===== config.mk =====
export PLATFORM = sky130hd
export DESIGN_NAME = two_key_short_long_press_detector_core
export DESIGN_NICKNAME = d
export VERILOG_FILES = /design/src/rtl/tkslpd_pkg.sv /design/src/rtl/tkslpd_hold_timer.sv /design/src/rtl/tkslpd_judge.sv /design/src/rtl/two_key_short_long_press_detector_core.sv
export SDC_FILE = /design/constraint.sdc
export NUM_CORES = 1
export LEC_CHECK = 0
export BUFFER_PORTS_ARGS = -buffer_cell sky130_fd_sc_hd__buf_2
export CORE_UTILIZATION = 60
export DETAILED_ROUTE_END_ITERATION = 7
export PLACE_DENSITY_LB_ADDON = 0.1
export SYNTH_ARGS = -nofsm -noshare
export SYNTH_HDL_FRONTEND = slang
export SYNTH_HIERARCHICAL = 1
export SYNTH_SLANG_ARGS = --single-unit

===== constraint.sdc =====
create_clock -name aclk -period 7.5 [get_ports aclk]
set_input_delay 1.125 -clock aclk [delete_from_list [all_inputs] [get_ports aclk]]
set_output_delay 1.125 -clock aclk [all_outputs]
set_load 0.05 [all_outputs]

===== src/rtl/tkslpd_pkg.sv =====
// shared types, constants and register indexes of the two-key press detector
package tkslpd_pkg;

    localparam int TimeWidth  = 20;
    localparam int StepWidth  = 8;
    localparam int ShortWidth = 16;
    localparam int CodeWidth  = 2;
    localparam int CfgIdxWidth = 3;
    localparam int CfgDataWidth = 20;

    localparam logic [CodeWidth-1:0] KeyOneCode = 2'd1;
    localparam logic [CodeWidth-1:0] KeyTwoCode = 2'd2;
    localparam logic [TimeWidth-1:0] TimeMax = {TimeWidth{1'b1}};

    typedef enum logic [CfgIdxWidth-1:0] {
        REG_SCAN_STEP      = 3'd0,
        REG_SHORT_THR      = 3'd1,
        REG_KEY1_LONG_THR  = 3'd2,
        REG_KEY2_LONG_THR  = 3'd3,
        REG_EVENT_ENABLES  = 3'd4
    } cfg_reg_t;

    typedef struct packed {
        logic [CodeWidth-1:0] active_code;
        logic [CodeWidth-1:0] prev_code;
        logic [TimeWidth-1:0] hold;
        logic [TimeWidth-1:0] prev_hold;
    } key_state_t;

endpackage


===== src/rtl/tkslpd_hold_timer.sv =====
// key code and hold time tracking with saturating advance
module tkslpd_hold_timer (
    input  logic                               aclk,
    input  logic                               aresetn,
    input  logic                               step_en,
    input  logic [tkslpd_pkg::CodeWidth-1:0]   code,
    input  logic [tkslpd_pkg::StepWidth-1:0]   scan_step,
    output tkslpd_pkg::key_state_t             state_next,
    output tkslpd_pkg::key_state_t             state_cur
);
    import tkslpd_pkg::*;

    key_state_t           state_reg;
    logic [TimeWidth:0]   sum;
    logic [TimeWidth-1:0] advanced;

    always_comb begin
        sum = {1'b0, state_reg.hold} + {{(TimeWidth+1-StepWidth){1'b0}}, scan_step};
        advanced = sum[TimeWidth] ? TimeMax : sum[TimeWidth-1:0];
        state_next.prev_code = state_reg.active_code;
        if (code != state_reg.active_code) begin
            state_next.active_code = code;
            state_next.hold        = '0;
            state_next.prev_hold   = advanced;
        end else begin
            state_next.active_code = state_reg.active_code;
            state_next.hold        = advanced;
            state_next.prev_hold   = state_reg.hold;
        end
    end

    always_ff @(posedge aclk) begin
        if (!aresetn) begin
            state_reg <= '0;
        end else if (step_en) begin
            state_reg <= state_next;
        end
    end

    assign state_cur = state_reg;

endmodule


===== src/rtl/tkslpd_judge.sv =====
// short and long press decision for one key
module tkslpd_judge (
    input  tkslpd_pkg::key_state_t                st,
    input  logic [tkslpd_pkg::CodeWidth-1:0]      match_code,
    input  logic [tkslpd_pkg::ShortWidth-1:0]     short_thr,
    input  logic [tkslpd_pkg::TimeWidth-1:0]      long_thr,
    input  logic                                  short_en,
    input  logic                                  long_en,
    output logic                                  short_ev,
    output logic                                  long_ev
);
    import tkslpd_pkg::*;

    logic [TimeWidth-1:0] short_ext;
    logic                 held;
    logic                 long_cross;
    logic                 short_cross;
    logic                 released_ok;

    always_comb begin
        short_ext   = {{(TimeWidth-ShortWidth){1'b0}}, short_thr};
        held        = (st.active_code == match_code);
        long_cross  = held && (st.hold >= long_thr) && (st.prev_hold < long_thr);
        short_cross = held && (st.hold >= short_ext) && (st.prev_hold < short_ext);
        released_ok = (st.prev_code == match_code) && !held &&
                      (st.prev_hold >= short_ext) && (st.prev_hold < long_thr);
        if (long_en) begin
            long_ev  = long_cross;
            short_ev = short_en && released_ok;
        end else begin
            long_ev  = 1'b0;
            short_ev = short_en && short_cross;
        end
    end

endmodule


===== src/rtl/two_key_short_long_press_detector_core.sv =====
// top level of the two-key short and long press detector
//
// one request on the s_ channel is one scan tick carrying both raw key levels
// (active low); each tick yields exactly one result on the m_ channel with the
// four event flags for that tick
// a request accepted into the input register is judged against the key state as it
// moves on into the result register, which drives m_tvalid
// throughput is one tick per cycle while the receiver does not stall, set by the hold time update
// (one 20-bit add with saturation and a handful of 20-bit compares)
// when the receiver stalls the result register holds and the input register
// keeps the next request; s_tready drops once both are full
// configuration goes through cfg_we, cfg_index and cfg_wdata, to be written by the
// user only while idle, which the block does not enforce; unknown indexes are ignored
// reset (aresetn low, synchronous) empties both registers, clears key codes and
// hold times and loads the default thresholds, step and enables
module two_key_short_long_press_detector_core (
    input  logic                                   aclk,
    input  logic                                   aresetn,
    input  logic                                   s_tvalid,
    output logic                                   s_tready,
    input  logic [7:0]                             s_tdata,  // key1_level, key2_level
    output logic                                   m_tvalid,
    input  logic                                   m_tready,
    output logic [7:0]                             m_tdata,  // key1_short_event, key1_long_event,
                                                             // key2_short_event, key2_long_event
    input  logic                                   cfg_we,
    input  logic [tkslpd_pkg::CfgIdxWidth-1:0]     cfg_index,
    input  logic [tkslpd_pkg::CfgDataWidth-1:0]    cfg_wdata
);
    import tkslpd_pkg::*;

    logic [StepWidth-1:0]  scan_step_reg;
    logic [ShortWidth-1:0] short_thr_reg;
    logic [TimeWidth-1:0]  key1_long_reg;
    logic [TimeWidth-1:0]  key2_long_reg;
    logic [3:0]            enables_reg;

    logic                  in_valid_reg;
    logic [1:0]            levels_reg;
    logic                  out_valid_reg;
    logic [3:0]            events_reg;
    logic [3:0]            events_next;

    logic                  advance;
    logic                  fire;
    logic [CodeWidth-1:0]  code;
    key_state_t            state_next;
    key_state_t            state_cur;

    // configuration registers
    always_ff @(posedge aclk) begin
        if (!aresetn) begin
            scan_step_reg <= StepWidth'(10);
            short_thr_reg <= ShortWidth'(50);
            key1_long_reg <= TimeWidth'(3000);
            key2_long_reg <= TimeWidth'(3000);
            enables_reg   <= 4'hf;
        end else if (cfg_we) begin
            unique case (cfg_index)
                REG_SCAN_STEP:     scan_step_reg <= cfg_wdata[StepWidth-1:0];
                REG_SHORT_THR:     short_thr_reg <= cfg_wdata[ShortWidth-1:0];
                REG_KEY1_LONG_THR: key1_long_reg <= cfg_wdata[TimeWidth-1:0];
                REG_KEY2_LONG_THR: key2_long_reg <= cfg_wdata[TimeWidth-1:0];
                REG_EVENT_ENABLES: enables_reg   <= cfg_wdata[3:0];
                default: ;
            endcase
        end
    end

    assign advance  = !out_valid_reg || m_tready;
    assign fire     = in_valid_reg && advance;
    assign s_tready = !in_valid_reg || advance;

    // input register
    always_ff @(posedge aclk) begin
        if (!aresetn) begin
            in_valid_reg <= 1'b0;
        end else if (s_tready) begin
            in_valid_reg <= s_tvalid;
        end
    end

    always_ff @(posedge aclk) begin
        if (s_tready && s_tvalid) begin
            levels_reg <= s_tdata[1:0];
        end
    end

    assign code = ~levels_reg;

    tkslpd_hold_timer u_timer (
        .aclk       (aclk),
        .aresetn    (aresetn),
        .step_en    (fire),
        .code       (code),
        .scan_step  (scan_step_reg),
        .state_next (state_next),
        .state_cur  (state_cur)
    );

    tkslpd_judge u_judge_key1 (
        .st         (state_next),
        .match_code (KeyOneCode),
        .short_thr  (short_thr_reg),
        .long_thr   (key1_long_reg),
        .short_en   (enables_reg[0]),
        .long_en    (enables_reg[1]),
        .short_ev   (events_next[0]),
        .long_ev    (events_next[1])
    );

    tkslpd_judge u_judge_key2 (
        .st         (state_next),
        .match_code (KeyTwoCode),
        .short_thr  (short_thr_reg),
        .long_thr   (key2_long_reg),
        .short_en   (enables_reg[2]),
        .long_en    (enables_reg[3]),
        .short_ev   (events_next[2]),
        .long_ev    (events_next[3])
    );

    // result register
    always_ff @(posedge aclk) begin
        if (!aresetn) begin
            out_valid_reg <= 1'b0;
        end else if (advance) begin
            out_valid_reg <= in_valid_reg;
        end
    end

    always_ff @(posedge aclk) begin
        if (fire) begin
            events_reg <= events_next;
        end
    end

    assign m_tvalid = out_valid_reg;
    assign m_tdata  = {4'b0000, events_reg};

`ifndef SYNTHESIS
    a_state_hold: assert property (@(posedge aclk) disable iff (!aresetn)
        !fire |=> $stable(state_cur))
        else $error("key state changed without a tick");

    a_restart: assert property (@(posedge aclk) disable iff (!aresetn)
        (fire && (code != state_cur.active_code)) |=> (state_cur.hold == '0))
        else $error("hold time not restarted on code change");

    a_key1_excl: assert property (@(posedge aclk) disable iff (!aresetn)
        m_tvalid |-> !(m_tdata[0] && m_tdata[1]))
        else $error("key one short and long event together");

    a_key2_excl: assert property (@(posedge aclk) disable iff (!aresetn)
        m_tvalid |-> !(m_tdata[2] && m_tdata[3]))
        else $error("key two short and long event together");

    a_reset_empty: assert property (@(posedge aclk)
        !aresetn |=> !m_tvalid)
        else $error("result valid right after reset");
`endif

endmodule


==> results of run 1 <==
-- metal layers --
layer	up-vias	part of all wire (%)	GRT usage [%]
li1	3689	-	-
met1	3430	51	43.6
met2	175	42	44.5
met3	29	4.5	4.45
met4	0	2.2	10.1
met5	-	0	0
-- layout by cell type (no fill, tap or decap), types with 5 or more instances in the layout --
cell type	instances
and3_1	6
nand2b_1	7
dfxtp_1	92
nor2b_1	43
ha_1	150
or2_2	5
nor3_1	14
edfxtp_1	6
a211oi_1	12
clkbuf_16	9
mux2i_1	75
inv_1	86
o22ai_1	5
a21o_1	27
conb_1	12
a31oi_1	12
nand4_1	23
nand2_1	116
o21a_1	8
xnor2_1	13
a21oi_1	84
buf_4	5
buf_2	35
nor2_1	49
nand3_1	24
o21ai_0	39
-- worst min-delay path, stage by stage, from the launching register on --
cell and delay (ns):
dfxtp_1 0.32, nand2_1 0.05, mux2i_1 0.05
-- area by class of cell --
type                    instances  area share, %
inverters                      87           3.60
clock buffers                  11           2.56
multi-input cells             809           66.3
flip-flops and latches         98           22.3
repair buffers                 40           2.34
well taps                     180           2.48
clock inverters                 5          0.427
-- through the flow --
| step | std cells | util [%] | power, mW |
|---|---|---|---|
| after global routing | 1230 | 65.1 | 1.25 |
| final | 1230 | 65.1 | 1.20 |
| after CTS | 1230 | 65.1 | 1.20 |
| after detailed placement | 1214 | 63.2 | 0.763 |
| after floorplan | 1045 | - | 0.712 |
| after global placement | 1214 | 63.2 | 0.758 |
-- power breakdown --
group	total [mW]	leakage (nW)	internal (mW)	switching, mW
clock	0.441	0.127	0.228	0.213
sequential	0.546	0.803	0.537	0.00895
combinational	0.209	3.40	0.0779	0.131
total	1.20	4.33	0.842	0.353
-- worst paths after layout --
kind                              start                 to  slack, ns  depth (start not counted)
setup / recovery  u_timer/state_cur[20]      events_reg[3]       2.79                         14
hold / removal        key1_long_reg[14]  key1_long_reg[14]       0.46                          2
setup reg to reg  u_timer/state_cur[20]      events_reg[3]       2.79                         14
hold reg to reg       key1_long_reg[14]  key1_long_reg[14]       0.46                          2
==> impl_metrics.csv, run 1 <==
group,metric,value,unit
setup_path,slowest_stage,"a211oi_1",
setup_path,critical_path.top_delay_family,"compound AO/OA/AOI/OAI gates",
setup_path,slowest_delay,0.51,ns
setup_path,cp-end-kind,"flop",
detailed_routing,drt_iter0_markers,500,
hold_path,worst_hold_path_type,"flop to flop",
floorplan,fp-row-count,43,
power_and_ir_drop,vdd_drop_max,0.000117,V
global_route,grt_start_max_net_pins,98,
floorplan,io_pins,46,
setup_path,critical_path.max_fanout,12,
layout,num-nets-final,1232,
synthesis,mapped_cell_area,8580,sq um
timing,fin_tns_setup,0,ns
timing,hold_ws,0.461,ns
clock_network,post_cts_resize_count,0,
layout,layout.filler_cells,1233,
layout,layout-drive-gt1-share,8.48,%
global_route,grtUsageTotal,29.8,%
clock_network,number_of_sinks_on_the_clock_net,98,
layout,largest_register_ff_count,22,
placed_design,placed_instance_area,8800,sq um
setup_path,worstPathArrival,4.83,ns
global_route,grt_pass1_wl,34100,um
clock_network,cts_made_buffers,9,
synthesis,synthesis.instances,1035,
synthesis,yosysWarningCount,6,
placed_design,gp_routability_congestion,0.929,
global_route,first_global_vias,6702,
layout,multi_input_area,6020,sq um
timing,rsz0062_at_grt,"no",
detailed_routing,firstDrtPassIters,7,
detailed_routing,routed-via-count,7323,
timing,setup-violations-final,0,
timing,timing.final.max_slew_violations,0,
timing,finalHoldViolCount,0,
floorplan,floorplan.initialDensity,61.6,%
timing,period_share,62.8,%
placed_design,dp_worst_setup_slack,2.90,ns
detailed_routing,drt-total-wl,21100,um
detailed_routing,post_drt_via_cell_ratio,5.95,
timing,timing.final.ws_setup,2.79,ns
timing,worst_slew_pin_slew,0.967,ns
synthesis,synthesis.area_per_instance,8.29,sq um
global_route,grt.overflow.total,0,
clock_network,post_cts_hold_buffer_count,0,
clock_network,htree_num_levels,3,
clock_network,worstSkewPairLatency,0.35,ns
layout,layout.area.seq,2020,sq um
floorplan,height_of_the_die,122,um
placed_design,port_buffers,35,
setup_path,required,7.62,ns
floorplan,die_area,14800,sq um
layout,areaGrowthSynthToFinish,5.79,%
power_and_ir_drop,power_per_cell_area,132,nW/um^2
outcome,outcome,"finished, final reports clean",
timing,max_clock_freq,212,MHz
setup_path,critical_path.cell_chain,"ha_1 > fa_1 > a211oi_1 > o211ai_2 > nand3_1 > and3_1 > a21oi_1 > ha_1 > a211oi_1 > nor2_1 > a211oi_1 > o21ai_0 > a21oi_1 > nor3b_1",
clock_network,clock_path_buffers,2,
detailed_routing,wl_per_cell,17.2,um
floorplan,core_region_area,13900,sq um
setup_path,path_common_cell,"a211oi_1",
clock_network,cts_setup_buffers,0,
timing,min_period,4.71,ns
setup_path,cp_buf_inv_count,0,
clock_network,tritoncts,"done",
timing,slew_headroom,35.1,%
setup_path,path_class,"flop to flop",
timing,skew,0.00823,ns
setup_path,crit_path_start_kind,"flop",
placed_design,hpwl,16900,um
detailed_routing,detail_route.drc_violations,0,
detailed_routing,final_antenna_net_count,0,
power_and_ir_drop,p_leak,4.33,nW
floorplan,fp.dieW,122,um
clock_network,cts-root-buf,"clkbuf_16",
layout,diodes,0,
job,max-cap-violations,0,
clock_network,path_clk_slew,0.07,ns
global_route,grt_antenna_before_repair,0,
layout,layout.cell_area.non_filler,9070,sq um
Note: power is estimated with default switching activity, not from simulation.
==> inputs of run 2 (changes only) <==
--- a/config.mk
+++ b/config.mk
@@ -5,8 +5,9 @@
 export SDC_FILE = /design/constraint.sdc
 export NUM_CORES = 1
 export LEC_CHECK = 0
+export ABC_AREA = 1
 export BUFFER_PORTS_ARGS = -buffer_cell sky130_fd_sc_hd__buf_2
-export CORE_UTILIZATION = 60
+export CORE_UTILIZATION = 58
 export DETAILED_ROUTE_END_ITERATION = 7
 export PLACE_DENSITY_LB_ADDON = 0.1
 export SYNTH_ARGS = -nofsm -noshare
==> constraint.sdc (replaced) <==
create_clock -name aclk -period 4 [get_ports aclk]
set_input_delay 0.6 -clock aclk [delete_from_list [all_inputs] [get_ports aclk]]
set_output_delay 0.6 -clock aclk [all_outputs]
set_load 0.05 [all_outputs]
==> impl_metrics.csv, run 2 <==
group,metric,value,unit
timing,skew,0.00896,ns
layout,areaGrowthSynthToFinish,6.75,%
clock_network,htree_num_levels,3,
detailed_routing,detail_route.drc_violations,0,
clock_network,clock_path_buffers,2,
power_and_ir_drop,power_per_cell_area,306,nW/um^2
placed_design,port_buffers,35,
timing,rsz0062_at_grt,"no",
hold_path,min_delay_worst_endpoint,"levels_reg[1]",
timing,setup-violations-final,0,
placed_design,dp.cells,1647,
layout,num-nets-final,1634,
setup_path,critical_path.cell_chain,"ha_1 > fa_1 > nand3_1 > nand3_2 > nand2_1 > nand2_4 > nand3_4 > inv_1 > o21ai_0 > inv_1 > ha_1 > a21oi_1 > o21ai_0 > nand2_1 > o211ai_1 > nand2_1 > nand2_1 > a21oi_1 > nor2_1",
detailed_routing,wl_per_cell,14.6,um
setup_path,critical_path.top_delay_family,"adder cells",
floorplan,fp-row-count,45,
detailed_routing,firstDrtPassIters,6,
clock_network,cts_made_buffers,9,
layout,layout.area.seq,2020,sq um
clock_network,path_clk_slew,0.08,ns
layout,layout-drive-gt1-share,7.37,%
placed_design,dp_worst_setup_slack,0.382,ns
layout,finalNonFillerCells,1663,
clock_network,cts-root-buf,"clkbuf_16",
setup_path,rr_endpoint,"events_reg[3]",
clock_network,number_of_sinks_on_the_clock_net,98,
floorplan,fp.dieW,128,um
global_route,grt_start_max_net_pins,55,
global_route,grt_antenna_before_repair,0,
clock_network,cts_setup_buffers,0,
hold_path,number_of_instances_on_the_worst_hold_path,1,
power_and_ir_drop,vdd_drop_max,0.000262,V
setup_path,r2r_cells,19,
floorplan,core_region_area,15400,sq um
setup_path,cp_buf_inv_count,2,
timing,min_period,3.70,ns
setup_path,path_class,"flop to flop",
timing,max_clock_freq,270,MHz
placed_design,hpwl,19300,um
global_route,grt_pass1_wl,38800,um
setup_path,crit_path_start_kind,"flop",
timing,timing.final.ws_setup,0.300,ns
clock_network,post_cts_hold_buffer_count,0,
synthesis,synthesis.instances,1430,
layout,final_cell_mix,"nand2_1, inv_1, nor2_1",
layout,multi_input_area,6080,sq um
setup_path,path_common_cell,"nand2_1",
floorplan,floorplan.initialDensity,60.0,%
timing,timing.final.max_slew_violations,0,
detailed_routing,routed-via-count,8720,
timing,fin_tns_setup,0,ns
setup_path,cp-end-kind,"flop",
setup_path,slowest_stage,"fa_1",
setup_path,required,4.11,ns
hold_path,worst_hold_path_type,"input pin to flop",
layout,largest_register_ff_count,22,
outcome,outcome,"finished, final reports clean",
setup_path,rr_startpoint,"u_timer/state_cur[20]",
timing,period_share,92.5,%
layout,diodes,0,
global_route,first_global_vias,7760,
job,max-cap-violations,0,
detailed_routing,post_drt_via_cell_ratio,5.24,
setup_path,regToRegSetupSlack,0.30,ns
clock_network,worstSkewPairLatency,0.37,ns
detailed_routing,drt_iter0_markers,609,
floorplan,io_pins,46,
setup_path,critical_path.max_fanout,16,
clock_network,tritoncts,"done",
timing,worst_slew_pin_slew,1.11,ns
setup_path,worstPathArrival,3.81,ns
layout,layout.filler_cells,1516,
detailed_routing,final_antenna_net_count,0,
synthesis,synthesis.area_per_instance,6.44,sq um
power_and_ir_drop,p_leak,5.54,nW
floorplan,height_of_the_die,128,um
placed_design,gp_routability_congestion,0.947,
clock_network,post_cts_resize_count,0,
setup_path,slowest_delay,0.40,ns
synthesis,mapped_cell_area,9220,sq um
layout,most_frequent_standard_cell_in_the_layout_excluding_fill_and_tap_cells,"nand2_1",
global_route,grtUsageTotal,30.8,%
synthesis,yosysWarningCount,6,
hold_path,holdCritStartpoint,"s_tdata[1]",
timing,finalHoldViolCount,0,
timing,slew_headroom,25.9,%
detailed_routing,drt-total-wl,24200,um
floorplan,die_area,16400,sq um
global_route,grt.overflow.total,0,
==> run 2: cell types whose count changed in the layout (fill, tap and decap cells not counted), moves of 9 or more <==
cell	before	now
a211oi_1	12	0
a21o_1	27	6
a21oi_1	84	75
a31oi_1	12	0
inv_1	86	232
mux2i_1	75	0
nand2_1	116	386
nand3_1	24	117
nor2_1	49	175
nor2b_1	43	0
nor3_1	14	5
==> run 2: worst max-delay path by stage <==
stage,slack (ns),end,cells after the start,start
2_1_floorplan,0.90,events_reg[0],21,u_timer/state_cur[20]
3_3_place_gp,0.40,events_reg[3],19,u_timer/state_cur[20]
3_5_place_dp,0.38,events_reg[3],18,u_timer/state_cur[20]
4_1_cts,0.36,events_reg[3],18,u_timer/state_cur[20]
5_1_grt,0.06,events_reg[0],21,u_timer/state_cur[20]
6_report,0.30,events_reg[3],19,u_timer/state_cur[20]
==> run 2: routing by layer <==
layer	vias to the layer above	wire (um)	global-route usage (%)
li1	4537	-	-
met1	3884	11100	40.6
met2	248	10900	50.1
met3	51	1390	4.01
met4	0	884	14.2
met5	-	0	0
==> run 2: cell type report <==
cell class	count	area share [%]
clock inverter	6	0.687
sequential	98	20.6
tap	211	2.68
multi-input combinational	1058	61.8
clock buffer	10	2.43
timing repair buffer	46	2.87
inverter	234	8.93
==> run 2: report_power, final <==
part,switching (mW),internal (mW),total (mW)
Combinational,0.663,0.362,1.03
Clock,0.457,0.462,0.919
Sequential,0.0405,1.03,1.07
==> run 2: stage by stage <==
stage | total power [mW] | utilization, % | cell area, sq um | hold WS, ns
after global routing | 3.21 | 64.0 | 9840 | 0.401
final | 3.01 | 64.0 | 9840 | 0.410
after detailed placement | 2.10 | 62.0 | 9530 | 0.452
after global placement | 2.07 | 62.0 | 9530 | 0.439
after floorplan | 1.84 | - | 9250 | 0.429
after CTS | 3.02 | 64.0 | 9840 | 0.403
==> inputs of run 3 (changes only) <==
--- a/config.mk
+++ b/config.mk
@@ -5,12 +5,10 @@
 export SDC_FILE = /design/constraint.sdc
 export NUM_CORES = 1
 export LEC_CHECK = 0
-export ABC_AREA = 1
 export BUFFER_PORTS_ARGS = -buffer_cell sky130_fd_sc_hd__buf_2
-export CORE_UTILIZATION = 58
+export CORE_UTILIZATION = 60
 export DETAILED_ROUTE_END_ITERATION = 7
 export PLACE_DENSITY_LB_ADDON = 0.1
 export SYNTH_ARGS = -nofsm -noshare
 export SYNTH_HDL_FRONTEND = slang
-export SYNTH_HIERARCHICAL = 1
 export SYNTH_SLANG_ARGS = --single-unit
==> constraint.sdc (replaced) <==
create_clock -name aclk -period 4.6 [get_ports aclk]
set_input_delay 0.69 -clock aclk [delete_from_list [all_inputs] [get_ports aclk]]
set_output_delay 0.69 -clock aclk [all_outputs]
set_load 0.05 [all_outputs]
==> impl_metrics.csv, run 3 <==
group,metric,value,unit
floorplan,core_region_area,12000,sq um
hold_path,number_of_instances_on_the_worst_hold_path,2,
synthesis,synth.cells.most_frequent,"nand2_1, ha_1, dfxtp_1",
setup_path,rr_startpoint,"scan_step_reg[0]",
floorplan,io_pins,46,
hold_path,holdCritStartpoint,"key1_long_reg[15]",
clock_network,worstSkewPairLatency,0.36,ns
layout,finalNonFillerCells,1101,
synthesis,post_synth_main_area_contributors,"dfxtp_1, ha_1, nand2_1, a21boi_0, a21oi_1",
synthesis,complex_gate_fraction_of_the_synthesized_area,22.7,%
setup_path,worstPathArrival,4.49,ns
synthesis,synthMostInstantiatedCell,"nand2_1",
global_route,grt_antenna_before_repair,0,
clock_network,number_of_sinks_on_the_clock_net,98,
layout,post-route-util,67.5,%
timing,setup-violations-final,0,
placed_design,gp_routability_congestion,0.937,
clock_network,post_cts_resize_count,0,
setup_path,slowest_delay,0.44,ns
synthesis,synth.distinct_cells,74,
detailed_routing,drt-total-wl,20700,um
hold_path,min_delay_worst_endpoint,"key1_long_reg[15]",
synthesis,mapped_cell_area,7400,sq um
setup_path,cp-end-kind,"flop",
floorplan,die_area,12800,sq um
power_and_ir_drop,vdd_drop_max,0.000228,V
placed_design,hpwl,16100,um
timing,skew,0.00723,ns
layout,layout-drive-gt1-share,11.2,%
clock_network,htree_num_levels,3,
hold_path,worst_hold_path_type,"flop to flop",
timing,finalHoldViolCount,0,
synthesis,yosysWarningCount,0,
floorplan,floorplan.initialDensity,61.6,%
setup_path,path_class,"flop to flop",
placed_design,placed_instance_area,7750,sq um
layout,most_frequent_standard_cell_in_the_layout_excluding_fill_and_tap_cells,"nand2_1",
detailed_routing,wl_per_cell,18.8,um
synthesis,synth_xor_area_share,2.25,%
setup_path,critical_path.cell_chain,"ha_1 > fa_1 > a211oi_2 > o211a_2 > nor3_4 > o21ai_0 > buf_4 > ha_1 > nand2b_1 > a2111o_1 > a31o_2 > a21o_1 > maj3_1 > a21o_1 > a311oi_2 > nor3_2",
synthesis,async_reset_ff_share,0,%
setup_path,required,4.71,ns
synthesis,post-synth-top-area-cell,"dfxtp_1",
layout,num-nets-final,1095,
synthesis,synth_enable_flop_cells,6,
setup_path,r2r_cells,16,
setup_path,slowest_stage,"fa_1",
clock_network,cts_made_buffers,9,
synthesis,synth_top_area_share,24.9,%
setup_path,critical_path.max_fanout,8,
detailed_routing,routed-via-count,6698,
placed_design,dp.cells,1085,
detailed_routing,firstDrtPassIters,5,
detailed_routing,final_antenna_net_count,0,
detailed_routing,detail_route.drc_violations,0,
floorplan,height_of_the_die,113,um
synthesis,dominant_combinational_cell_family_by_area_after_synthesis,"compound AO/OA/AOI/OAI gates",
placed_design,port_buffers,35,
timing,slew_headroom,27.4,%
timing,timing.final.max_slew_violations,0,
floorplan,fp.dieW,113,um
layout,diodes,0,
clock_network,cts-root-buf,"clkbuf_16",
synthesis,synthesis.area_per_instance,8.04,sq um
timing,hold_ws,0.466,ns
synthesis,synth-seq-cells,98,
layout,final_cell_mix,"nand2_1, ha_1, dfxtp_1",
synthesis,synth_top_flop_cell,"dfxtp_1",
clock_network,path_clk_slew,0.07,ns
synthesis,synth_simple_gate_area_share,20.9,%
global_route,grt.overflow.total,0,
setup_path,rr_endpoint,"events_reg[3]",
clock_network,post_cts_hold_buffer_count,0,
synthesis,synth_sequential_area_ratio,27.3,%
clock_network,cts_setup_buffers,0,
global_route,grt_start_max_net_pins,72,
setup_path,regToRegSetupSlack,0.22,ns
power_and_ir_drop,power_per_cell_area,255,nW/um^2
setup_path,cp_buf_inv_count,1,
job,max-cap-violations,0,
timing,worst_slew_pin_slew,1.09,ns
detailed_routing,post_drt_via_cell_ratio,6.08,
synthesis,synthesis.instances,921,
timing,period_share,95.3,%
clock_network,tritoncts,"done",
floorplan,fp-row-count,40,
global_route,first_global_vias,6367,
outcome,outcome,"finished, final reports clean",
setup_path,critical_path.top_delay_family,"compound AO/OA/AOI/OAI gates",
power_and_ir_drop,p_leak,3.55,nW
setup_path,crit_path_start_kind,"flop",
global_route,grtUsageTotal,33.9,%
timing,fin_tns_setup,0,ns
global_route,grt_pass1_wl,33000,um
synthesis,synth.area.mux_share,1.83,%
layout,areaGrowthSynthToFinish,9.48,%
layout,layout.cell_area.non_filler,8100,sq um
timing,max_clock_freq,228,MHz
synthesis,yosys.area_share.adder,19.4,%
timing,rsz0062_at_grt,"no",
detailed_routing,drt_iter0_markers,423,
layout,largest_register_ff_count,22,
timing,min_period,4.38,ns
clock_network,clock_path_buffers,2,
run 3: layout make-up:
class	count	area, sq um
well taps	147	184
clock buffers	11	253
repair buffers	57	340
fillers	1028	3910
flip-flops and latches	98	2020
inverters	59	221
clock inverters	5	85.1
multi-input cells	724	5000
run 3: stage by stage:
step           setup slack (ns)  power, mW
4_1_cts                   0.127       2.07
3_3_place_gp              0.238       1.21
6_report                  0.217       2.06
5_1_grt                  0.0172       2.13
3_5_place_dp              0.161       1.23
2_1_floorplan             0.324       1.13
run 3: where the power goes:
part	leakage [nW]	switching, mW	internal (mW)
sequential	0.802	0.0141	0.878
clock	0.162	0.338	0.509
combinational	2.59	0.210	0.116
total	3.55	0.562	1.50
run 3: layer usage:
metal	vias to the layer above	global-route usage, %	share of wire (%)	wire, um
li1	3305	-	-	-
met4	0	14.9	2.9	611
met2	227	51.8	43	8930
met1	3130	46.7	47	9760
met5	-	0	0	0
met3	36	6.11	6.8	1410
run 3: worst min-delay path, stage by stage, from the launching register on:
cell      delay, ns
dfxtp_1        0.31
nand2_1        0.05
a21boi_0       0.06
run 3: logic make-up after synthesis:
| kind of cell | count (synthesis) |
|---|---|
| buffers and inverters | 102 |
| muxes | 13 |
| DFF | 98 |
| xor gates and xnor gates | 19 |
| AOI/OAI and AO/OA | 240 |
| and+or+nand+nor | 333 |
| other | 1 |
| adders and majority gates | 115 |
run 3: worst max-delay path by stage:
stage / start / end / depth (start not counted)
floorplan: scan_step_reg[0] / events_reg[3] / 16
global placement: scan_step_reg[0] / events_reg[2] / 18
detailed placement: scan_step_reg[0] / events_reg[2] / 16
CTS: scan_step_reg[0] / events_reg[2] / 16
global route: u_timer.state_cur[20] / events_reg[2] / 17
finish: scan_step_reg[0] / events_reg[3] / 16
